`src/pnws_pkg.sv`:
```
package pnws_pkg;

    // Command codes of an input beat
    localparam logic [1:0] CMD_TICK   = 2'd0;
    localparam logic [1:0] CMD_MSG    = 2'd1;
    localparam logic [1:0] CMD_STATUS = 2'd2;

    // Status values
    localparam logic [7:0] STS_STOP = 8'd0;
    localparam logic [7:0] STS_RUN  = 8'd1;

    // Cause codes of a result beat
    localparam logic [1:0] CAUSE_MSG     = 2'd0;
    localparam logic [1:0] CAUSE_RESEND  = 2'd1;
    localparam logic [1:0] CAUSE_TIMEOUT = 2'd2;
    localparam logic [1:0] CAUSE_STOP    = 2'd3;

    // Counter idle marks and reset values
    localparam logic [15:0] SIL_IDLE   = 16'hFFFF;
    localparam logic [7:0]  RES_IDLE   = 8'hFF;
    localparam logic [7:0]  ALIVE_INIT = 8'hFF;

    // Request bit positions inside the message bytes
    localparam int BIT_PNC16 = 7;
    localparam int BIT_PNC40 = 7;
    localparam int BIT_PNC43 = 4;
    localparam int BIT_PNC44 = 3;

    // Configuration register map
    localparam int          CFG_AW          = 1;
    localparam int          CFG_DW          = 16;
    localparam logic [0:0]  CFG_TIMEOUT     = 1'd0;
    localparam logic [0:0]  CFG_RESEND      = 1'd1;
    localparam logic [15:0] TIMEOUT_DEFAULT = 16'd3000;
    localparam logic [7:0]  RESEND_DEFAULT  = 8'd100;

    typedef struct packed {
        logic [1:0] cmd;
        logic [7:0] status_value;
        logic [7:0] alive_count;
        logic [7:0] byte_pnc_16_23;
        logic [7:0] byte_pnc_40_47;
    } t_in_item;

    typedef struct packed {
        logic       wake_pnc16;
        logic       wake_pnc40;
        logic       wake_pnc43;
        logic       wake_pnc44;
        logic [1:0] cause;
    } t_out_item;

    typedef struct packed {
        logic [15:0] timeout_ticks;
        logic [7:0]  resend_ticks;
    } t_cfg;

endpackage

```
`src/pnws_in_if.sv`:
```
interface pnws_in_if import pnws_pkg::*; ();
    logic     valid;
    logic     ready;
    t_in_item data;

    modport source (output valid, output data, input ready);
    modport sink   (input valid, input data, output ready);
endinterface

```
`src/pnws_out_if.sv`:
```
interface pnws_out_if import pnws_pkg::*; ();
    logic      valid;
    logic      ready;
    t_out_item data;

    modport source (output valid, output data, input ready);
    modport sink   (input valid, input data, output ready);
endinterface

```
`src/pnws_core.sv`:
```
module pnws_core import pnws_pkg::*; (
    input  logic      i_clk,
    input  logic      i_rst_n,
    input  logic      i_go,
    input  t_in_item  i_item,
    input  t_cfg      i_cfg,
    output logic      o_emit,
    output t_out_item o_result
);

    logic        r_running, n_running;
    logic [15:0] r_sil, n_sil;
    logic [7:0]  r_res, n_res;
    logic [7:0]  r_alive, n_alive;
    logic [3:0]  r_req, n_req;

    logic [15:0] w_sil_mid;
    logic [7:0]  w_res_mid;
    logic        w_tmo_fire;
    logic        w_res_fire;
    logic        w_msg_ok;
    logic [3:0]  w_msg_req;

    // Decode the request bits of a message
    assign w_msg_req = {i_item.byte_pnc_40_47[BIT_PNC44], i_item.byte_pnc_40_47[BIT_PNC43],
                        i_item.byte_pnc_40_47[BIT_PNC40], i_item.byte_pnc_16_23[BIT_PNC16]};
    assign w_msg_ok  = r_running && (i_item.alive_count != r_alive);

    // Timeout check first; it idles the resend counter so both never fire
    assign w_tmo_fire = (r_sil >= i_cfg.timeout_ticks) && (r_sil != SIL_IDLE);
    assign w_sil_mid  = w_tmo_fire ? SIL_IDLE : r_sil;
    assign w_res_mid  = w_tmo_fire ? RES_IDLE : r_res;
    assign w_res_fire = (w_res_mid >= i_cfg.resend_ticks) && (w_res_mid != RES_IDLE);

    // Compute next state and the result of the current beat
    always_comb begin
        n_running = r_running;
        n_sil     = r_sil;
        n_res     = r_res;
        n_alive   = r_alive;
        n_req     = r_req;
        o_emit    = 1'b0;
        o_result  = '{wake_pnc16: 1'b0, wake_pnc40: 1'b0, wake_pnc43: 1'b0,
                      wake_pnc44: 1'b0, cause: CAUSE_MSG};
        unique case (i_item.cmd)
            CMD_TICK: begin
                if (r_running) begin
                    n_sil = w_sil_mid;
                    n_res = w_res_fire ? 8'd0 : w_res_mid;
                    if (w_tmo_fire) begin
                        o_emit         = 1'b1;
                        o_result.cause = CAUSE_TIMEOUT;
                    end
                    if (w_res_fire) begin
                        o_emit              = 1'b1;
                        o_result.wake_pnc16 = r_req[0];
                        o_result.wake_pnc40 = r_req[1];
                        o_result.wake_pnc43 = r_req[2];
                        o_result.wake_pnc44 = r_req[3];
                        o_result.cause      = CAUSE_RESEND;
                    end
                    if (n_sil != SIL_IDLE) begin
                        n_sil = n_sil + 16'd1;
                    end
                    if (n_res != RES_IDLE) begin
                        n_res = n_res + 8'd1;
                    end
                end
            end
            CMD_MSG: begin
                if (w_msg_ok) begin
                    n_alive             = i_item.alive_count;
                    n_sil               = '0;
                    n_res               = '0;
                    n_req               = w_msg_req;
                    o_emit              = 1'b1;
                    o_result.wake_pnc16 = w_msg_req[0];
                    o_result.wake_pnc40 = w_msg_req[1];
                    o_result.wake_pnc43 = w_msg_req[2];
                    o_result.wake_pnc44 = w_msg_req[3];
                    o_result.cause      = CAUSE_MSG;
                end
            end
            CMD_STATUS: begin
                if (i_item.status_value == STS_RUN) begin
                    if (!r_running) begin
                        n_sil   = '0;
                        n_alive = ALIVE_INIT;
                        n_req   = '0;
                    end
                    n_running = 1'b1;
                end else if (i_item.status_value == STS_STOP) begin
                    n_sil          = SIL_IDLE;
                    n_res          = RES_IDLE;
                    n_running      = 1'b0;
                    o_emit         = 1'b1;
                    o_result.cause = CAUSE_STOP;
                end
            end
            default: begin
            end
        endcase
    end

    // Advance state on a processed beat
    always_ff @(posedge i_clk) begin
        if (!i_rst_n) begin
            r_running <= 1'b0;
            r_sil     <= SIL_IDLE;
            r_res     <= RES_IDLE;
            r_alive   <= ALIVE_INIT;
            r_req     <= '0;
        end else if (i_go) begin
            r_running <= n_running;
            r_sil     <= n_sil;
            r_res     <= n_res;
            r_alive   <= n_alive;
            r_req     <= n_req;
        end
    end

    // Both counters rest at idle whenever the block is stopped
    a_stop_idle: assert property (@(posedge i_clk) disable iff (!i_rst_n)
        !r_running |-> (r_sil == SIL_IDLE) && (r_res == RES_IDLE))
        else $error("counters not idle while stopped");

    // A fresh message restarts both counters
    a_msg_clear: assert property (@(posedge i_clk) disable iff (!i_rst_n)
        i_go && (i_item.cmd == CMD_MSG) && w_msg_ok |=> (r_sil == 16'd0) && (r_res == 8'd0))
        else $error("counters not cleared by message");

    // A stop always leaves the block stopped
    a_stop: assert property (@(posedge i_clk) disable iff (!i_rst_n)
        i_go && (i_item.cmd == CMD_STATUS) && (i_item.status_value == STS_STOP)
        |=> !r_running)
        else $error("stop did not take effect");

    // Nothing but a stop is reported while stopped
    a_quiet: assert property (@(posedge i_clk) disable iff (!i_rst_n)
        o_emit && !r_running |-> o_result.cause == CAUSE_STOP)
        else $error("result while stopped");

endmodule

```
`src/partial_network_wake_supervisor.sv`:
```
// Result path: an accepted input beat is held in the input register, then its result
// beat, if it causes one, is loaded into the result register.
// Throughput: one input beat per cycle while input ready is high; a beat that causes no result still takes one slot.
// Input ready falls only while the result register holds an untaken beat and the input
// register is full.
// Reset (synchronous, active low): stopped, counters idle, registers at defaults.
module partial_network_wake_supervisor import pnws_pkg::*; (
    input  logic              i_clk,
    input  logic              i_rst_n,
    pnws_in_if.sink           i_in,
    pnws_out_if.source        o_out,
    input  logic              i_cfg_we,
    input  logic [CFG_AW-1:0] i_cfg_idx,
    input  logic [CFG_DW-1:0] i_cfg_wdata
);

    t_cfg      r_cfg;
    logic      r_in_vld;
    t_in_item  r_in;
    logic      r_out_vld;
    t_out_item r_out;

    logic      w_out_free;
    logic      w_go;
    logic      w_emit;
    t_out_item w_result;

    // Write configuration registers
    always_ff @(posedge i_clk) begin
        if (!i_rst_n) begin
            r_cfg.timeout_ticks <= TIMEOUT_DEFAULT;
            r_cfg.resend_ticks  <= RESEND_DEFAULT;
        end else if (i_cfg_we) begin
            unique case (i_cfg_idx)
                CFG_TIMEOUT: r_cfg.timeout_ticks <= i_cfg_wdata;
                CFG_RESEND:  r_cfg.resend_ticks  <= i_cfg_wdata[7:0];
                default: begin
                end
            endcase
        end
    end

    // Handshake: process the held beat when the result slot is free
    assign w_out_free = !r_out_vld || o_out.ready;
    assign w_go       = r_in_vld && w_out_free;
    assign i_in.ready = !r_in_vld || w_go;

    // Hold the input beat
    always_ff @(posedge i_clk) begin
        if (!i_rst_n) begin
            r_in_vld <= 1'b0;
        end else if (i_in.ready) begin
            r_in_vld <= i_in.valid;
        end
    end

    always_ff @(posedge i_clk) begin
        if (i_in.ready && i_in.valid) begin
            r_in <= i_in.data;
        end
    end

    pnws_core u_core (
        .i_clk    (i_clk),
        .i_rst_n  (i_rst_n),
        .i_go     (w_go),
        .i_item   (r_in),
        .i_cfg    (r_cfg),
        .o_emit   (w_emit),
        .o_result (w_result)
    );

    // Load or drop the result beat
    always_ff @(posedge i_clk) begin
        if (!i_rst_n) begin
            r_out_vld <= 1'b0;
        end else if (w_go) begin
            r_out_vld <= w_emit;
        end else if (o_out.ready) begin
            r_out_vld <= 1'b0;
        end
    end

    always_ff @(posedge i_clk) begin
        if (w_go && w_emit) begin
            r_out <= w_result;
        end
    end

    assign o_out.valid = r_out_vld;
    assign o_out.data  = r_out;

endmodule

```
`src/flat_wrapper.sv`:
```
// flat-port wrapper written by rule: the top's interface ports become plain ports
module partial_network_wake_supervisor_flat import pnws_pkg::*;
  (i_clk, i_rst_n, i_cfg_we, i_cfg_idx, i_cfg_wdata, i_in_valid, i_in_data, i_in_ready, o_out_valid, o_out_data, o_out_ready);
  pnws_in_if i_in_i ();
  pnws_out_if o_out_i ();
  input  logic i_clk;
  input  logic i_rst_n;
  input  logic i_cfg_we;
  input  logic [CFG_AW-1:0] i_cfg_idx;
  input  logic [CFG_DW-1:0] i_cfg_wdata;
  input wire logic [$bits(i_in_i.valid)-1:0] i_in_valid;
  input wire logic [$bits(i_in_i.data)-1:0] i_in_data;
  output wire logic [$bits(i_in_i.ready)-1:0] i_in_ready;
  output wire logic [$bits(o_out_i.valid)-1:0] o_out_valid;
  output wire logic [$bits(o_out_i.data)-1:0] o_out_data;
  input wire logic [$bits(o_out_i.ready)-1:0] o_out_ready;
  assign i_in_i.valid = i_in_valid;
  assign i_in_i.data = i_in_data;
  assign i_in_ready = i_in_i.ready;
  assign o_out_valid = o_out_i.valid;
  assign o_out_data = o_out_i.data;
  assign o_out_i.ready = o_out_ready;
  partial_network_wake_supervisor u_core (.i_clk(i_clk), .i_rst_n(i_rst_n), .i_in(i_in_i), .o_out(o_out_i), .i_cfg_we(i_cfg_we), .i_cfg_idx(i_cfg_idx), .i_cfg_wdata(i_cfg_wdata));
endmodule
```
`config.mk`:
```
export PLATFORM = sky130hd
export DESIGN_NAME = partial_network_wake_supervisor_flat
export DESIGN_NICKNAME = d
export VERILOG_FILES = /design/src/pnws_pkg.sv /design/src/pnws_in_if.sv /design/src/pnws_out_if.sv /design/src/pnws_core.sv /design/src/partial_network_wake_supervisor.sv /design/src/flat_wrapper.sv
export SDC_FILE = /design/constraint.sdc
export NUM_CORES = 1
export LEC_CHECK = 0
export ABC_AREA = 1
export BUFFER_PORTS_ARGS = -buffer_cell sky130_fd_sc_hd__buf_2
export CAP_MARGIN = 5
export CORE_MARGIN = 4
export CORE_UTILIZATION = 48
export CTS_CLUSTER_DIAMETER = 40
export CTS_CLUSTER_SIZE = 25
export DETAILED_ROUTE_END_ITERATION = 16
export GPL_TIMING_DRIVEN = 0
export PLACE_DENSITY = 0.72
export SLEW_MARGIN = 25
export SYNTH_ARGS = -nofsm -noshare
export SYNTH_HDL_FRONTEND = slang
export SYNTH_SLANG_ARGS = --single-unit
```
`constraint.sdc`:
```
create_clock -name i_clk -period 9.67 [get_ports i_clk]
set_clock_uncertainty 0.1 [all_clocks]
set_input_delay 0.967 -clock i_clk [delete_from_list [all_inputs] [get_ports i_clk]]
set_output_delay 0.967 -clock i_clk [all_outputs]
set_load 0.01 [all_outputs]
```
==> results of run 1 <==
## area by class of cell
cell class / count / area [sq um]
plain buffers: 21 / 124
clock buffers: 9 / 124
clock inverters: 7 / 96.3
fillers: 1000 / 4580
inverters: 97 / 367
multi-input cells: 465 / 2550
flip-flops and latches: 91 / 2100
well taps: 136 / 170
repair buffers: 51 / 255
## metal layers
metal	track usage (%)	wire, um
met4	6.00	259
met3	3.42	620
met5	0	0
met1	25.0	5430
met2	34.5	5990
## critical path: cells and delay by family, from the launching register on
kind / cells / cell delay [ns]
AO/OA/AOI/OAI: 5 / 0.76
adder cells (fa/ha/maj): 2 / 0.65
buffers and inverters: 7 / 0.82
flip-flops: 1 / 0.36
AND/OR/NAND/NOR: 9 / 1.24
## metrics by stage
| stage | total power, mW | hold WS (ns) |
|---|---|---|
| global placement | 0.712 | 0.351 |
| global route | 1.06 | 0.385 |
| floorplan | 0.651 | 0.333 |
| CTS | 1.01 | 0.370 |
| detailed placement | 0.721 | 0.356 |
| finish | 1.01 | 0.365 |
## final timing paths
| kind | to | slack, ns | cells past startpoint |
|---|---|---|---|
| min reg2reg | u_core.r_cfg[14] | 0.37 | 2 |
| max reg2reg | u_core.o_out.data[2] | 5.47 | 23 |
| min | u_core.r_cfg[14] | 0.37 | 2 |
| max | u_core.o_out.data[2] | 5.47 | 23 |
## power groups by stage
| stage | combinational, mW | sequential [mW] | clock [mW] |
|---|---|---|---|
| after floorplan | 0.219 | 0.432 | 0 |
| final | 0.289 | 0.427 | 0.290 |
| after global routing | 0.324 | 0.430 | 0.310 |
| after global placement | 0.277 | 0.435 | 0 |
| after CTS | 0.286 | 0.427 | 0.292 |
| after detailed placement | 0.285 | 0.436 | 0 |
## layout by cell type, fill, tap and decap left out, types with 3 or more instances in the layout
cell / instances
o21ai_1: 18
xnor2_1: 5
buf_6: 5
inv_2: 3
nand2_2: 10
o211ai_1: 13
inv_6: 3
inv_1: 92
nor2_2: 5
nand3_1: 37
nand4_1: 13
o21ai_0: 40
dfxtp_1: 63
nor4_1: 3
a21oi_1: 63
a21oi_2: 3
nor2_1: 33
o21ai_2: 4
buf_2: 57
nand2_1: 161
ha_1: 29
a32o_1: 4
nand3_2: 3
clkbuf_1: 10
edfxtp_1: 28
clkbuf_8: 9
## cells by family after synthesis
| group | after synthesis | synth area share, % |
|---|---|---|
| AOI/OAI and AO/OA | 150 | 16.8 |
| buffers and inverters | 118 | 9.54 |
| and+or+nand+nor | 279 | 24.5 |
| DFF | 91 | 40.9 |
| adders and majority gates | 29 | 7.06 |
| xor gates and xnor gates | 7 | 1.19 |
## registers in the layout, summed over array words and instances, names as in the netlist
register	flops
u_core.r_cfg	24
u_core.u_core.r_running	1
u_core.r_in_vld	1
u_core.u_core.r_req	4
u_core.u_core.r_res	8
u_core.o_out.valid	1
u_core.r_in	22
u_core.o_out.data	6
u_core.u_core.r_sil	16
u_core.u_core.r_alive	8
==> flow_summary.ini, run 1 <==
[run_status]
outcome = completed

[logic_synthesis]
ys.flop_type = dfxtp_1
syn_nets = 759
avgSynthCellArea_sq_um = 7.63
async_flop_share_pct = 0
synth_edf_count = 28
ys_seq_elements = 91
synthTopCellsByCount = nand2_1, inv_1, a21oi_1, dfxtp_1, o21ai_0
syn-cell-area_sq_mm = 0.00514
yosysSeqAreaShare_pct = 40.9
syn-instance-count = 674
yosysWarningCount = 0
synth_cell_types = 40
synth_most_common_cell = nand2_1
synth_top_area_cell = dfxtp_1
synth_top_area_share_pct = 24.5
yosys-top-cells-area = dfxtp_1, edfxtp_1, nand2_1, ha_1, inv_1

[power_and_ir_drop]
powerDensity_mw_per_mm2 = 174
p_int_mw = 0.668
peakVddDrop_mv = 0.0774
swShare_pct = 33.6
power_frac_seq_pct = 42.4
p_switching_mw = 0.338
p_comb_share_pct = 28.7
clkPwrFrac_pct = 28.8
leakage_nw = 2.85

[detailed_routing]
wirelength_mm = 12.3
drc = 0
ant_nets = 0
dr.pass1.iters = 5
vias = 4691
drtIter0Drc = 351
avgRoutedWirePerCell_um = 14.0
avgViaCountPerCell = 5.35

[sta]
hold_violations = 0
slew_violations = 0
min_period_ns = 4.20
tns_ns = 0
fin_crit_sh_pct = 43.5
layout_setup_ws_ns = 5.47
tightestPinTransition_ns = 0.784
grt_setup_unrepaired = false
setup_violations = 0
relSlewSlack_pct = 47.7
fmax_ghz = 0.238

[global_routing]
grt_max_degree = 23
grt_usage_pct = 19.8
grt_pass1_vias = 4467
antenna_found_initial = 0
grt_pass1_wl_mm = 20.4
grt.overflow.total = 0

[clock_network]
htree_levels = 3
cts_resized = 0
cts_tree = built
cts_hold_buf = 0
clockBufferDepth = 2
insertion_delay_ns = 0.37
cts.reportedPaths.clkPinSlew_ns = 0.10
postCtsSetupBuffers = 0
root_buffer = clkbuf_8
cts_sinks = 91
cts_buffers = 9

[critical_path]
worstPathMaxFanout = 10
r2r-start = u_core.u_core.r_sil[11]
critPathKind = reg2reg
end_kind = register
crit_path_cell_trace = ha_1, a21oi_1, o21ai_0, a21oi_1, nand2_1, nand2_2, buf_6, buf_6, inv_2, nor2_1, inv_1, ha_1, a21oi_1, nor2_1, a211oi_1, and3_1, inv_1, nand2_4, inv_4, nand2_1, nand4_1, nand3_1, inv_1
cp-start-kind = register
crit_start = u_core.u_core.r_sil[11]
cp.arrival_ns = 4.22
required_ns = 9.69
critPathSlowestCell = dfxtp_1
cpPeakStageDelay_ns = 0.36

[layout]
nets = 821
area_growth_pct = 12.6
antenna_cells = 0
layoutNonFillerInstCount = 877
final_area_sq_mm = 0.00579
layout-drive-gt1-share_pct = 15.8
final_util_pct = 55.8

[place]
dpl.hpwl_mm = 9.56
dp_worst_setup_slack_ns = 5.47
placed_cells = 861
dpl_cell_area_sq_mm = 0.00557
numPortBuffers = 51
place.gp.congestion = 0.955

[die]
core-area_sq_mm = 0.0104
start_util_pct = 49.6
placementRows = 37
io_pins = 64
die_width_um = 111
dieArea_sq_mm = 0.0124
fp.dieH_um = 111

[flow_run]
drv_cap = 0

[hold_path]
hp-class = reg2reg
hp-start = u_core.r_cfg[14]
Power figures use the tool's default switching activity.
==> run 2, diff against run 1 <==
==> constraint.sdc (replaced) <==
create_clock -name i_clk -period 4.22 [get_ports i_clk]
set_clock_uncertainty 0.1 [all_clocks]
set_input_delay 0.422 -clock i_clk [delete_from_list [all_inputs] [get_ports i_clk]]
set_output_delay 0.422 -clock i_clk [all_outputs]
set_load 0.01 [all_outputs]
==> run 2 against run 1 <==
Effect of this change: via count decreased by 0.75%; worst hold slack lost 0.24 ns; global-route usage is the same; highest routed layer unchanged; largest power group unchanged; setup slack worse by 5.2 ns; combinational power rose by 130%; largest cell class unchanged.
==> flow_summary.ini, run 2 (same netlist as run 1, synthesis figures left out) <==
[layout]
regMostFlops = u_core.r_cfg
reg_top3 = u_core.r_cfg (24), u_core.r_in (22), u_core.u_core.r_sil (16)
nets = 821
area_growth_pct = 13.1
final_cell_mix = nand2_1, inv_1, a21oi_1
layout-drive-gt1-share_pct = 16.5
antenna_cells = 0
largest_register_ffs = 24
final_common_cell = nand2_1

[clock_network]
postCtsSetupBuffers = 0
cts_tree = built
cts_hold_buf = 0
clockBufferDepth = 2
cts.reportedPaths.clkPinSlew_ns = 0.10
insertion_delay_ns = 0.37
cts_buffers = 9
cts_sinks = 91
htree_levels = 3
root_buffer = clkbuf_8

[detailed_routing]
avgRoutedWirePerCell_um = 14.0
vias = 4656
dr.pass1.iters = 5
drc = 0
avgViaCountPerCell = 5.31
ant_nets = 0
wirelength_mm = 12.3
drtIter0Drc = 323

[die]
placementRows = 37
core-area_sq_mm = 0.0104
die_width_um = 111
io_pins = 64
dieArea_sq_mm = 0.0124
fp.dieH_um = 111
start_util_pct = 49.6

[power_and_ir_drop]
leakage_nw = 2.86
p_switching_mw = 0.778
power_frac_seq_pct = 42.2
peakVddDrop_mv = 0.177
clkPwrFrac_pct = 28.6
p_int_mw = 1.54
swShare_pct = 33.5
powerDensity_mw_per_mm2 = 399
p_comb_share_pct = 29.2

[sta]
grt_setup_unrepaired = false
hold_ws_ns = 0.122
relSlewSlack_pct = 47.5
fmax_ghz = 0.255
fin_crit_sh_pct = 92.9
hold_violations = 0
min_period_ns = 3.92
setup_violations = 0
slew_violations = 0
tns_ns = 0
tightestPinTransition_ns = 0.787

[critical_path]
cpPeakStageDelay_ns = 0.33
critPathKind = reg2reg
cp-start-kind = register
crit_path_cell_trace = inv_1, ha_1, a21oi_1, o21ai_0, a21oi_1, nand2_1, nand2_4, buf_8, buf_6, inv_2, nor2_4, inv_1, ha_1, nand2_1, nor2_1, nand4_1, and3_2, inv_1, nand2_4, inv_4, nand2_1, nand4_1, nand3_1, inv_2
worstPathMaxFanout = 10
cp.arrival_ns = 3.90
critPathSlowestCell = dfxtp_1
required_ns = 4.21
end_kind = register

[run_status]
outcome = completed

[flow_run]
drv_cap = 0

[place]
place.gp.congestion = 0.955
dpl.hpwl_mm = 9.56
numPortBuffers = 51

[global_routing]
grt_pass1_vias = 4467
grt_pass1_wl_mm = 20.4
grt.overflow.total = 0
grt_usage_pct = 19.8
antenna_found_initial = 0
grt_max_degree = 23

[hold_path]
hp-class = in2reg
run 2: routing by layer:
layer	vias up	global-route usage [%]	part of all wire, %
met5	-	0	0
met4	0	6.00	2.1
met3	31	3.42	3.7
met2	99	34.5	50
met1	2162	25.0	45
li1	2364	-	-
run 2: area by class of cell:
| type | count | area, sq um |
|---|---|---|
| fillers | 998 | 4560 |
| repair buffers | 51 | 255 |
| flip-flops and latches | 91 | 2100 |
| inverters | 97 | 367 |
| plain buffers | 21 | 134 |
| well taps | 136 | 170 |
| clock buffers | 9 | 124 |
| multi-input cells | 465 | 2560 |
| clock inverters | 7 | 96.3 |
run 2: metrics by stage:
stage | std cells | power (mW) | area [sq um] | util, % | worst slack (ns)
final | 877 | 2.32 | 5810 | 56.1 | 0.302
after detailed placement | 861 | 1.65 | 5570 | 53.7 | 0.0206
after CTS | 877 | 2.30 | 5790 | 55.8 | 0.00324
after global placement | 861 | 1.63 | 5570 | 53.7 | 0.207
after global routing | 877 | 2.45 | 5810 | 56.1 | 0.0242
after floorplan | 674 | 1.49 | 5140 | - | 0.736
run 2: final timing paths:
kind / from / end / slack [ns] / cells after the start
setup reg to reg: u_core.r_cfg[19] / u_core.o_out.data[2] / 0.30 / 24
setup / recovery: u_core.r_cfg[19] / u_core.o_out.data[2] / 0.30 / 24
hold reg to reg: u_core.r_cfg[14] / u_core.r_cfg[14] / 0.37 / 2
hold / removal: i_in_data[7] / u_core.r_in[7] / 0.12 / 1
run 2: critical path, delay by kind of cell, from the launching register on:
kind            cells  cell delay (ns)
compound gates      3             0.43
fa+ha+maj           2             0.62
flops               1             0.33
buf+inv             8             0.86
simple gates       11             1.28
run 2: repair_timing:
action,4_1_cts,5_1_grt
endpoints found under the setup margin,0,15
endpoints found under the hold margin,0,0
gates resized for setup,0,12
run 2: power by group through the flow:
| stage | sequential, mW | clock, mW | combinational [mW] |
|---|---|---|---|
| after floorplan | 0.990 | 0 | 0.502 |
| after global placement | 0.997 | 0 | 0.635 |
| after detailed placement | 0.999 | 0 | 0.652 |
| after CTS | 0.979 | 0.669 | 0.656 |
| after global routing | 0.985 | 0.711 | 0.756 |
| final | 0.979 | 0.663 | 0.676 |
